`config.mk`:
```
export PLATFORM = sky130hd
export DESIGN_NAME = led_blink_sequencer
export DESIGN_NICKNAME = d
export VERILOG_FILES = /design/src/rtl/lbs_pkg.sv /design/src/rtl/lbs_in_reg.sv /design/src/rtl/lbs_engine.sv /design/src/rtl/led_blink_sequencer.sv
export SDC_FILE = /design/constraint.sdc
export NUM_CORES = 1
export LEC_CHECK = 0
export ABC_CLOCK_PERIOD_IN_PS = 7820
export BUFFER_PORTS_ARGS = -buffer_cell sky130_fd_sc_hd__buf_2
export CAP_MARGIN = 15
export CORE_MARGIN = 5
export CORE_UTILIZATION = 60
export CTS_CLUSTER_DIAMETER = 40
export DETAILED_ROUTE_END_ITERATION = 16
export PLACE_DENSITY = 0.8
export SLEW_MARGIN = 20
export SYNTH_ARGS = -nofsm -noshare
export SYNTH_HDL_FRONTEND = slang
export SYNTH_SLANG_ARGS = --single-unit
export TNS_END_PERCENT = 30
```
`constraint.sdc`:
```
create_clock -name aclk -period 7.82 [get_ports aclk]
set_clock_uncertainty 0.2 [all_clocks]
set_input_delay 0.782 -clock aclk [delete_from_list [all_inputs] [get_ports aclk]]
set_output_delay 0.782 -clock aclk [all_outputs]
set_load 0.01 [all_outputs]
```
`src/rtl/lbs_pkg.sv`:
```
`default_nettype none
package lbs_pkg;

    localparam int unsigned KindWidth  = 3;
    localparam int unsigned TimeWidth  = 32;
    localparam int unsigned CountWidth = 8;

    localparam logic [KindWidth-1:0] KIND_TICK      = 3'd0;
    localparam logic [KindWidth-1:0] KIND_FORCE_ON  = 3'd1;
    localparam logic [KindWidth-1:0] KIND_FORCE_OFF = 3'd2;
    localparam logic [KindWidth-1:0] KIND_TIMED_ON  = 3'd3;
    localparam logic [KindWidth-1:0] KIND_BLINK     = 3'd4;

    typedef enum logic [1:0] {
        MODE_STEADY = 2'd0,
        MODE_TIMED  = 2'd1,
        MODE_FLASH  = 2'd2
    } mode_t;

    typedef struct packed {
        logic [KindWidth-1:0]  kind;
        logic [TimeWidth-1:0]  duration_a;
        logic [TimeWidth-1:0]  duration_b;
        logic [CountWidth-1:0] repeats;
    } item_t;

    typedef struct packed {
        logic led_lit;
        logic active;
    } result_t;

endpackage
`default_nettype wire

```
`src/rtl/lbs_in_reg.sv`:
```
`default_nettype none
module lbs_in_reg (
    input  wire logic           aclk,
    input  wire logic           aresetn,
    input  wire logic           in_valid,
    output logic                in_ready,
    input  wire lbs_pkg::item_t in_item,
    input  wire logic           advance,
    output logic                item_valid,
    output lbs_pkg::item_t      item
);
    import lbs_pkg::*;

    logic  valid_reg;
    logic  valid_next;
    item_t item_reg;

    assign in_ready   = !valid_reg || advance;
    assign valid_next = in_ready ? in_valid : valid_reg;

    always_ff @(posedge aclk) begin
        if (!aresetn) begin
            valid_reg <= 1'b0;
        end else begin
            valid_reg <= valid_next;
        end
    end

    always_ff @(posedge aclk) begin
        if (in_valid && in_ready) begin
            item_reg <= in_item;
        end
    end

    assign item_valid = valid_reg;
    assign item       = item_reg;

endmodule
`default_nettype wire

```
`src/rtl/lbs_engine.sv`:
```
`default_nettype none
module lbs_engine (
    input  wire logic           aclk,
    input  wire logic           aresetn,
    input  wire logic           advance,
    input  wire lbs_pkg::item_t item,
    output lbs_pkg::result_t    result
);
    import lbs_pkg::*;

    mode_t                 mode_reg,     mode_next;
    logic                  lit_reg,      lit_next;
    logic                  led_reg,      led_next;
    logic [TimeWidth-1:0]  phase_reg,    phase_next;
    logic [TimeWidth-1:0]  on_reg,       on_next;
    logic [TimeWidth-1:0]  off_reg,      off_next;
    logic [CountWidth-1:0] cycles_reg,   cycles_next;

    logic [TimeWidth-1:0]  left;
    logic                  ran_out;
    logic [TimeWidth-1:0]  left_diff;
    logic [CountWidth-1:0] cycles_dec;

    assign left       = (mode_reg == MODE_TIMED) ? on_reg : phase_reg;
    assign ran_out    = !(item.duration_a < left);
    assign left_diff  = left - item.duration_a;
    assign cycles_dec = cycles_reg - CountWidth'(1);

    always_comb begin
        mode_next   = mode_reg;
        lit_next    = lit_reg;
        led_next    = led_reg;
        phase_next  = phase_reg;
        on_next     = on_reg;
        off_next    = off_reg;
        cycles_next = cycles_reg;
        case (item.kind)
            KIND_TICK: begin
                if (mode_reg == MODE_TIMED) begin
                    if (ran_out) begin
                        mode_next = MODE_STEADY;
                        led_next  = 1'b0;
                    end else begin
                        on_next = left_diff;
                    end
                end else if (mode_reg == MODE_FLASH) begin
                    if (!ran_out) begin
                        phase_next = left_diff;
                    end else if (lit_reg) begin
                        led_next   = 1'b0;
                        phase_next = off_reg;
                        lit_next   = 1'b0;
                    end else begin
                        cycles_next = cycles_dec;
                        if (cycles_dec == '0) begin
                            mode_next = MODE_STEADY;
                            led_next  = 1'b0;
                        end else begin
                            led_next   = 1'b1;
                            phase_next = on_reg;
                            lit_next   = 1'b1;
                        end
                    end
                end
            end
            KIND_FORCE_ON: begin
                mode_next = MODE_STEADY;
                led_next  = 1'b1;
            end
            KIND_FORCE_OFF: begin
                mode_next = MODE_STEADY;
                led_next  = 1'b0;
            end
            KIND_TIMED_ON: begin
                mode_next = MODE_TIMED;
                on_next   = item.duration_a;
                led_next  = 1'b1;
            end
            KIND_BLINK: begin
                if ((item.duration_a == '0 && item.duration_b == '0) ||
                    item.repeats == '0) begin
                    mode_next = MODE_STEADY;
                    led_next  = 1'b0;
                end else begin
                    mode_next   = MODE_FLASH;
                    on_next     = item.duration_a;
                    off_next    = item.duration_b;
                    cycles_next = item.repeats;
                    if (item.duration_a != '0) begin
                        led_next   = 1'b1;
                        lit_next   = 1'b1;
                        phase_next = item.duration_a;
                    end else begin
                        led_next   = 1'b0;
                        lit_next   = 1'b0;
                        phase_next = item.duration_b;
                    end
                end
            end
            default: begin
            end
        endcase
    end

    always_ff @(posedge aclk) begin
        if (!aresetn) begin
            mode_reg   <= MODE_STEADY;
            lit_reg    <= 1'b0;
            led_reg    <= 1'b0;
            phase_reg  <= '0;
            on_reg     <= '0;
            off_reg    <= '0;
            cycles_reg <= '0;
        end else if (advance) begin
            mode_reg   <= mode_next;
            lit_reg    <= lit_next;
            led_reg    <= led_next;
            phase_reg  <= phase_next;
            on_reg     <= on_next;
            off_reg    <= off_next;
            cycles_reg <= cycles_next;
        end
    end

    assign result.led_lit = led_next;
    assign result.active  = (mode_next != MODE_STEADY);

endmodule
`default_nettype wire

```
`src/rtl/led_blink_sequencer.sv`:
```
`default_nettype none
// LED blink sequencer.
// Input channel s_*: one transaction per item, either a tick carrying elapsed
// milliseconds in s_duration_a, or a command (force on, force off, timed on,
// blink with on time, off time and repeat count).
// Result channel m_*: one transaction per input item, giving the LED drive
// after that item (m_led_lit, 1 lit) and whether a timed or blink sequence is
// still running (m_active).
// Path: an accepted item enters the input register; when the result register
// is empty or being taken, the item's result is loaded into the result
// register and m_valid rises.
// Throughput: one item per cycle unless the receiver stalls. The whole update
// (one 32-bit compare and subtract plus state selection) sits between the input
// and result registers. When the receiver stalls, the result register holds
// and the input register keeps one more item; s_ready drops only when both are
// full. Reset (aresetn low, synchronous) returns to manual mode with the LED off
// and all timers and counts cleared; both registers are emptied.
module led_blink_sequencer (
    input  wire logic                            aclk,
    input  wire logic                            aresetn,
    input  wire logic                            s_valid,
    output logic                                 s_ready,
    input  wire logic [lbs_pkg::KindWidth-1:0]   s_kind,
    input  wire logic [lbs_pkg::TimeWidth-1:0]   s_duration_a,
    input  wire logic [lbs_pkg::TimeWidth-1:0]   s_duration_b,
    input  wire logic [lbs_pkg::CountWidth-1:0]  s_repeats,
    output logic                                 m_valid,
    input  wire logic                            m_ready,
    output logic                                 m_led_lit,
    output logic                                 m_active
);
    import lbs_pkg::*;

    item_t   in_item;
    item_t   item;
    logic    item_valid;
    logic    advance;
    result_t result;

    logic    out_valid_reg;
    logic    out_valid_next;
    result_t out_reg;

    assign in_item.kind       = s_kind;
    assign in_item.duration_a = s_duration_a;
    assign in_item.duration_b = s_duration_b;
    assign in_item.repeats    = s_repeats;

    assign advance = item_valid && (!out_valid_reg || m_ready);

    lbs_in_reg u_in_reg (
        .aclk       (aclk),
        .aresetn    (aresetn),
        .in_valid   (s_valid),
        .in_ready   (s_ready),
        .in_item    (in_item),
        .advance    (advance),
        .item_valid (item_valid),
        .item       (item)
    );

    lbs_engine u_engine (
        .aclk    (aclk),
        .aresetn (aresetn),
        .advance (advance),
        .item    (item),
        .result  (result)
    );

    assign out_valid_next = advance || (out_valid_reg && !m_ready);

    always_ff @(posedge aclk) begin
        if (!aresetn) begin
            out_valid_reg <= 1'b0;
        end else begin
            out_valid_reg <= out_valid_next;
        end
    end

    always_ff @(posedge aclk) begin
        if (advance) begin
            out_reg <= result;
        end
    end

    assign m_valid   = out_valid_reg;
    assign m_led_lit = out_reg.led_lit;
    assign m_active  = out_reg.active;

endmodule
`default_nettype wire
```
Yosys cells after proc, flatten, opt, wreduce, memory -nomap -nowiden
Index checks and enable logic that the tools add are counted.
Operators by class
  $add $sub $neg: 2
  magnitude comparators: 1
  equal/unequal tests: 14
  multiplexer cells: 41
  bitwise gates (word level): 1
  reduce and logical (&&, ||, !) cells: 27
Operators by type and width (count)
  $mux W32: 11
  $pmux W32 S3: 1
  $logic_not A32 Y1: 2
  $pmux W32 S2: 1
  $mux W8: 5
  $lt A32 B32 Y1: 1
  $reduce_bool A32 Y1: 1
  $sub A32 B32 Y32: 1
  $logic_not A8 Y1: 2
  $pmux W8 S2: 1
  $mux W2: 7
  $mux W1: 12
  $reduce_and A6 Y1: 2
  $ne A2 B2 Y1 const B: 4
  $pmux W2 S4: 1
  $sub A8 B1 Y8 const B: 1
  $reduce_and A7 Y1: 1
  $eq A3 B2 Y1 const B: 2
  $ne A2 B1 Y1 const B: 3
  $reduce_and A5 Y1: 1
  $logic_and A1 B1 Y1: 4
  $logic_or A1 B1 Y1: 4
  $ne A4 B2 Y1 const B: 1
  $pmux W1 S4: 1
  12 further kinds: 16
Word-level totals
  flip-flop bits (word level): 187
  bits of input ports: 79
  output and inout bits: 4
  word-level logic and storage cells: 101

Depth between registers and ports, before layout
  depth in word-level cells: 9
  mapped depth: 20
  depth with buffers taken out: 14

Cells and area by module
Synthesis repeated with hierarchy kept, for this count alone.
Unflattened totals
  cell total of the unflattened synthesis: 1113
  area total of the unflattened synthesis: 10650.2 um^2
By module, submodules not included
  lbs_engine: times used 1, cells an instance 1027, area each 8232.9 um^2, sequential area each 2162.1 um^2
  lbs_in_reg: times used 1, cells an instance 80, area each 2309.7 um^2, sequential area each 2272.2 um^2
  led_blink_sequencer: times used 1, cells an instance 6, area each 107.6 um^2, sequential area each 80.1 um^2

Least setup slack after synthesis
Ideal clock, no wire load.
  path kind: flip-flop to flip-flop
  start: register u_engine.mode_reg[0]
  end: register out_reg (netlist bit m_active), data pin
  setup time: 0.259 ns
  data arrival time: 3.905 ns
  required time: 7.361 ns
  slack: 3.456 ns
  cell stages (with the launch flop): 17
  path buffers: 4
  cell sequence: dfxtp_1 nor2b_1 clkbuf_1 clkbuf_1 mux2_2 ha_1 a21oi_2 o21ai_1 a221o_1 a31o_1 a22o_1 buf_6 and2_4 buf_6 o41ai_2 nand2_1 a211o_1
RTL lines
  start, declared: RTL line lbs_engine.sv:11  | mode_t mode_reg, mode_next;
  start signal, assigned: RTL line lbs_engine.sv:115  | mode_reg <= mode_next;
  end signal, assigned: RTL line led_blink_sequencer.sv:82  | out_reg <= result;
  end, declared: RTL line led_blink_sequencer.sv:42  | result_t out_reg;

Worst setup path in the final report
  start: register u_engine.mode_reg[0]
  end: register u_engine.on_reg[15]
Between the ends
  longest elaborated chain between the ends: 6
  elaborated cells on any way between the ends: 10
  those cells by class: 1 x add/sub; 1 x order compare; 3 x eq/ne; 4 x mux; 1 x reduce/logical
RTL lines
  $eq A2 B1 Y1 (*): RTL line lbs_engine.sv:24, lbs_engine.sv:39
  $mux W32: RTL line lbs_engine.sv:24  | assign left = (mode_reg == MODE_TIMED) ? on_reg : phase_reg;
  $sub A32 B32 Y32: RTL line lbs_engine.sv:26  | assign left_diff = left - item.duration_a;
  $mux W32: RTL line lbs_engine.sv:40  | if (ran_out) begin
  $mux W32: RTL line lbs_engine.sv:39  | if (mode_reg == MODE_TIMED) begin
  $pmux W32 S3: RTL line lbs_engine.sv:37  | case (item.kind)
  end signal, assigned: RTL line lbs_engine.sv:119  | on_reg <= on_next;
  end, declared: RTL line lbs_engine.sv:15  | logic [TimeWidth-1:0] on_reg, on_next;
Every way passes the cells marked *; elsewhere a longest branch is shown, timed or not. The select of a mux whose other input is x is not followed.
A chain may end at the register's enable or synchronous reset.

==> impl_metrics.json <==
{
  "outcome": "finished, final reports clean",
  "chipWidth_um": 142,
  "cts_resized": 0,
  "grt.busiest_layer": "met2",
  "syn_inst": 1166,
  "synth_area_leaders": "edfxtp_1 22%, dfxtp_1 21%, a21oi_1 7.1%",
  "synth_edf_count": 77,
  "hold_buffers": 0,
  "io_buffers": 82,
  "vias_per_cell": 6.51,
  "start_kind": "flip-flop",
  "firstDrtPassIters": 5,
  "endpoint_kind": "flip-flop",
  "post_cts_buffers": 0,
  "setup_slack_ns": 2.00,
  "power_density_mw_per_mm2": 194,
  "htreeDepth": 4,
  "rsz0062_at_grt": "no",
  "yosysSeqAreaShare_pct": 43.1,
  "yosysMostFrequentCell": "nand2_1",
  "dieArea_mm2": 0.0202,
  "finish.utilization_pct": 67.4,
  "synth_seq_cells": 187,
  "place_ws_ns": 2.17,
  "grt_pass1_vias": 9053,
  "ff2ff_setup_slack_ns": 2.00,
  "use_met2_pct": 45.9,
  "slew_headroom_pct": 33.0,
  "synth_common_cells": "185 x nand2_1, 148 x a21oi_1, 110 x dfxtp_1",
  "wl_per_cell_um": 19.8,
  "finalHoldViolations": 0,
  "root_buffer": "clkbuf_16",
  "ios": 83,
  "clk_latency_ns": 0.44,
  "die_h_um": 142,
  "slew_viol_final": 0,
  "dpl.hpwl_um": 18700,
  "gr-total-overflow": 0,
  "num_antenna_cells": 0,
  "grtUsageTotal_pct": 28.5,
  "ys_types": 75,
  "grt_use_met3_pct": 6.08,
  "area_growth_syn_to_layout_pct": 10.7,
  "clockBufferDepth": 2,
  "min_from": "u_engine.phase_reg[14]$_SDFFE_PN0P_",
  "layout-drive-gt1-share_pct": 15.0,
  "hp-class": "reg2reg",
  "ys_warn_count": 0,
  "layout_worst_path_cycle_share_pct": 74.5,
  "cap_violations": 0,
  "rows": 48,
  "cts_buffers": 17,
  "nNetsFinal": 1319,
  "r2r-start": "u_engine.mode_reg[0]$_SDFFE_PN0P_",
  "cp_data_required_time_ns": 7.97,
  "routed-via-count": 9392,
  "tns_ns": 0,
  "static-leakage-power_nw": 4.48,
  "gp_congestion": 0.973,
  "path_clk_slew_ns": 0.07,
  "finalSetupViolations": 0,
  "met1_usage_pct": 37.9,
  "syn_area_per_cell_um2": 8.97,
  "drt_iter0_markers": 1109,
  "synthesis.nets": 1280,
  "async_flop_share_pct": 0,
  "grt_max_degree": 76,
  "peakVddDrop_uv": 202,
  "largest_register_ffs": 75,
  "synthesis.area_mm2": 0.0105,
  "start_util_pct": 60.9,
  "worstPathMaxFanout": 33,
  "grt_pass1_wl_um": 46400,
  "synth_ff_type": "dfxtp_1",
  "crit_type": "reg2reg",
  "core_area_mm2": 0.0172,
  "worstPathArrival_ns": 5.98,
  "ant_nets": 0,
  "post-route-min-period_ns": 5.82,
  "worst_pin_slew_ns": 1.01,
  "antenna_found_initial": 0,
  "fmax_mhz": 172,
  "synth_top_area_share_pct": 22.1,
  "wl_um": 28600,
  "synth_area_leader_cell": "edfxtp_1",
  "cts_tree": "built",
  "drc_errors": 0,
  "cts_sinks": 187,
  "startpoint": "u_engine.mode_reg[0]$_SDFFE_PN0P_"
}
kinds of logic after synthesis:
family,share of synthesized area (%)
multiplexers,7.55
buffers and inverters,5.03
flip-flops,43.1
adder cells (fa/ha/maj),4.26
AO/OA/AOI/OAI,21.5
XOR/XNOR,2.68
AND/OR/NAND/NOR,15.8
per-layer routing:
metal | up-vias | part of all wire (%)
li1 | 4327 | -
met1 | 4469 | 41
met2 | 506 | 47
met3 | 90 | 9.2
met4 | 0 | 3.2
met5 | - | 0
area by class of cell:
cell class,instances,area [um2]
fill,1414,5600
inverter,45,169
tap,225,282
multi-input combinational,859,5450
sequential,187,4520
clock inverter,11,141
clock buffer,21,514
timing repair buffer,95,508
per-stage QoR:
| step | total power [mW] | instances | instance area [um2] | hold WS, ns |
|---|---|---|---|---|
| floorplan | 1.24 | 1166 | 10500 | 0.234 |
| global route | 2.32 | 1443 | 11600 | 0.276 |
| global placement | 1.31 | 1411 | 10900 | 0.242 |
| detailed placement | 1.31 | 1411 | 10900 | 0.244 |
| CTS | 2.25 | 1443 | 11600 | 0.255 |
| finish | 2.25 | 1443 | 11600 | 0.257 |
power breakdown:
| group | switching (mW) | leakage [nW] | total, mW | internal, mW |
|---|---|---|---|---|
| Combinational | 0.129 | 2.52 | 0.206 | 0.0762 |
| Sequential | 0.0375 | 1.64 | 1.09 | 1.05 |
| Clock | 0.403 | 0.316 | 0.949 | 0.547 |
final timing paths:
kind / endpoint / cells after the start
hold / removal: u_engine.phase_reg[14]$_SDFFE_PN0P_ / 2
hold reg to reg: u_engine.phase_reg[14]$_SDFFE_PN0P_ / 2
setup / recovery: u_engine.on_reg[15]$_SDFFE_PN0P_ / 14
setup reg to reg: u_engine.on_reg[15]$_SDFFE_PN0P_ / 14
critical path, cell delays in order (launching register included):
cell and delay (ns):
dfxtp_1 0.46, nor2b_2 0.76, buf_4 0.43, mux2_2 0.38
ha_1 0.39, nand3_1 0.14, o211a_1 0.28, o21a_1 0.24
o211ai_2 0.27, a22o_1 0.43, nand3_1 0.19, a21oi_4 0.75
buf_4 0.46, o21ai_0 0.14, a31oi_1 0.22
placed cells by master, fill, tap and decap left out, drive strengths merged, types with 11 or more instances in the layout:
| master | count |
|---|---|
| o21ai | 42 |
| clkbuf | 21 |
| edfxtp | 77 |
| xnor2 | 21 |
| nor3 | 20 |
| a21o | 11 |
| ha | 34 |
| nor4 | 22 |
| dfxtp | 110 |
| o211ai | 29 |
| inv | 50 |
| mux2i | 44 |
| buf | 95 |
| nand2 | 186 |
| xor2 | 11 |
| a211oi | 32 |
| mux2 | 31 |
| a21oi | 150 |
| nand3 | 36 |
| a31oi | 14 |
| nor2 | 74 |
Note: power is estimated with default switching activity, not from simulation.
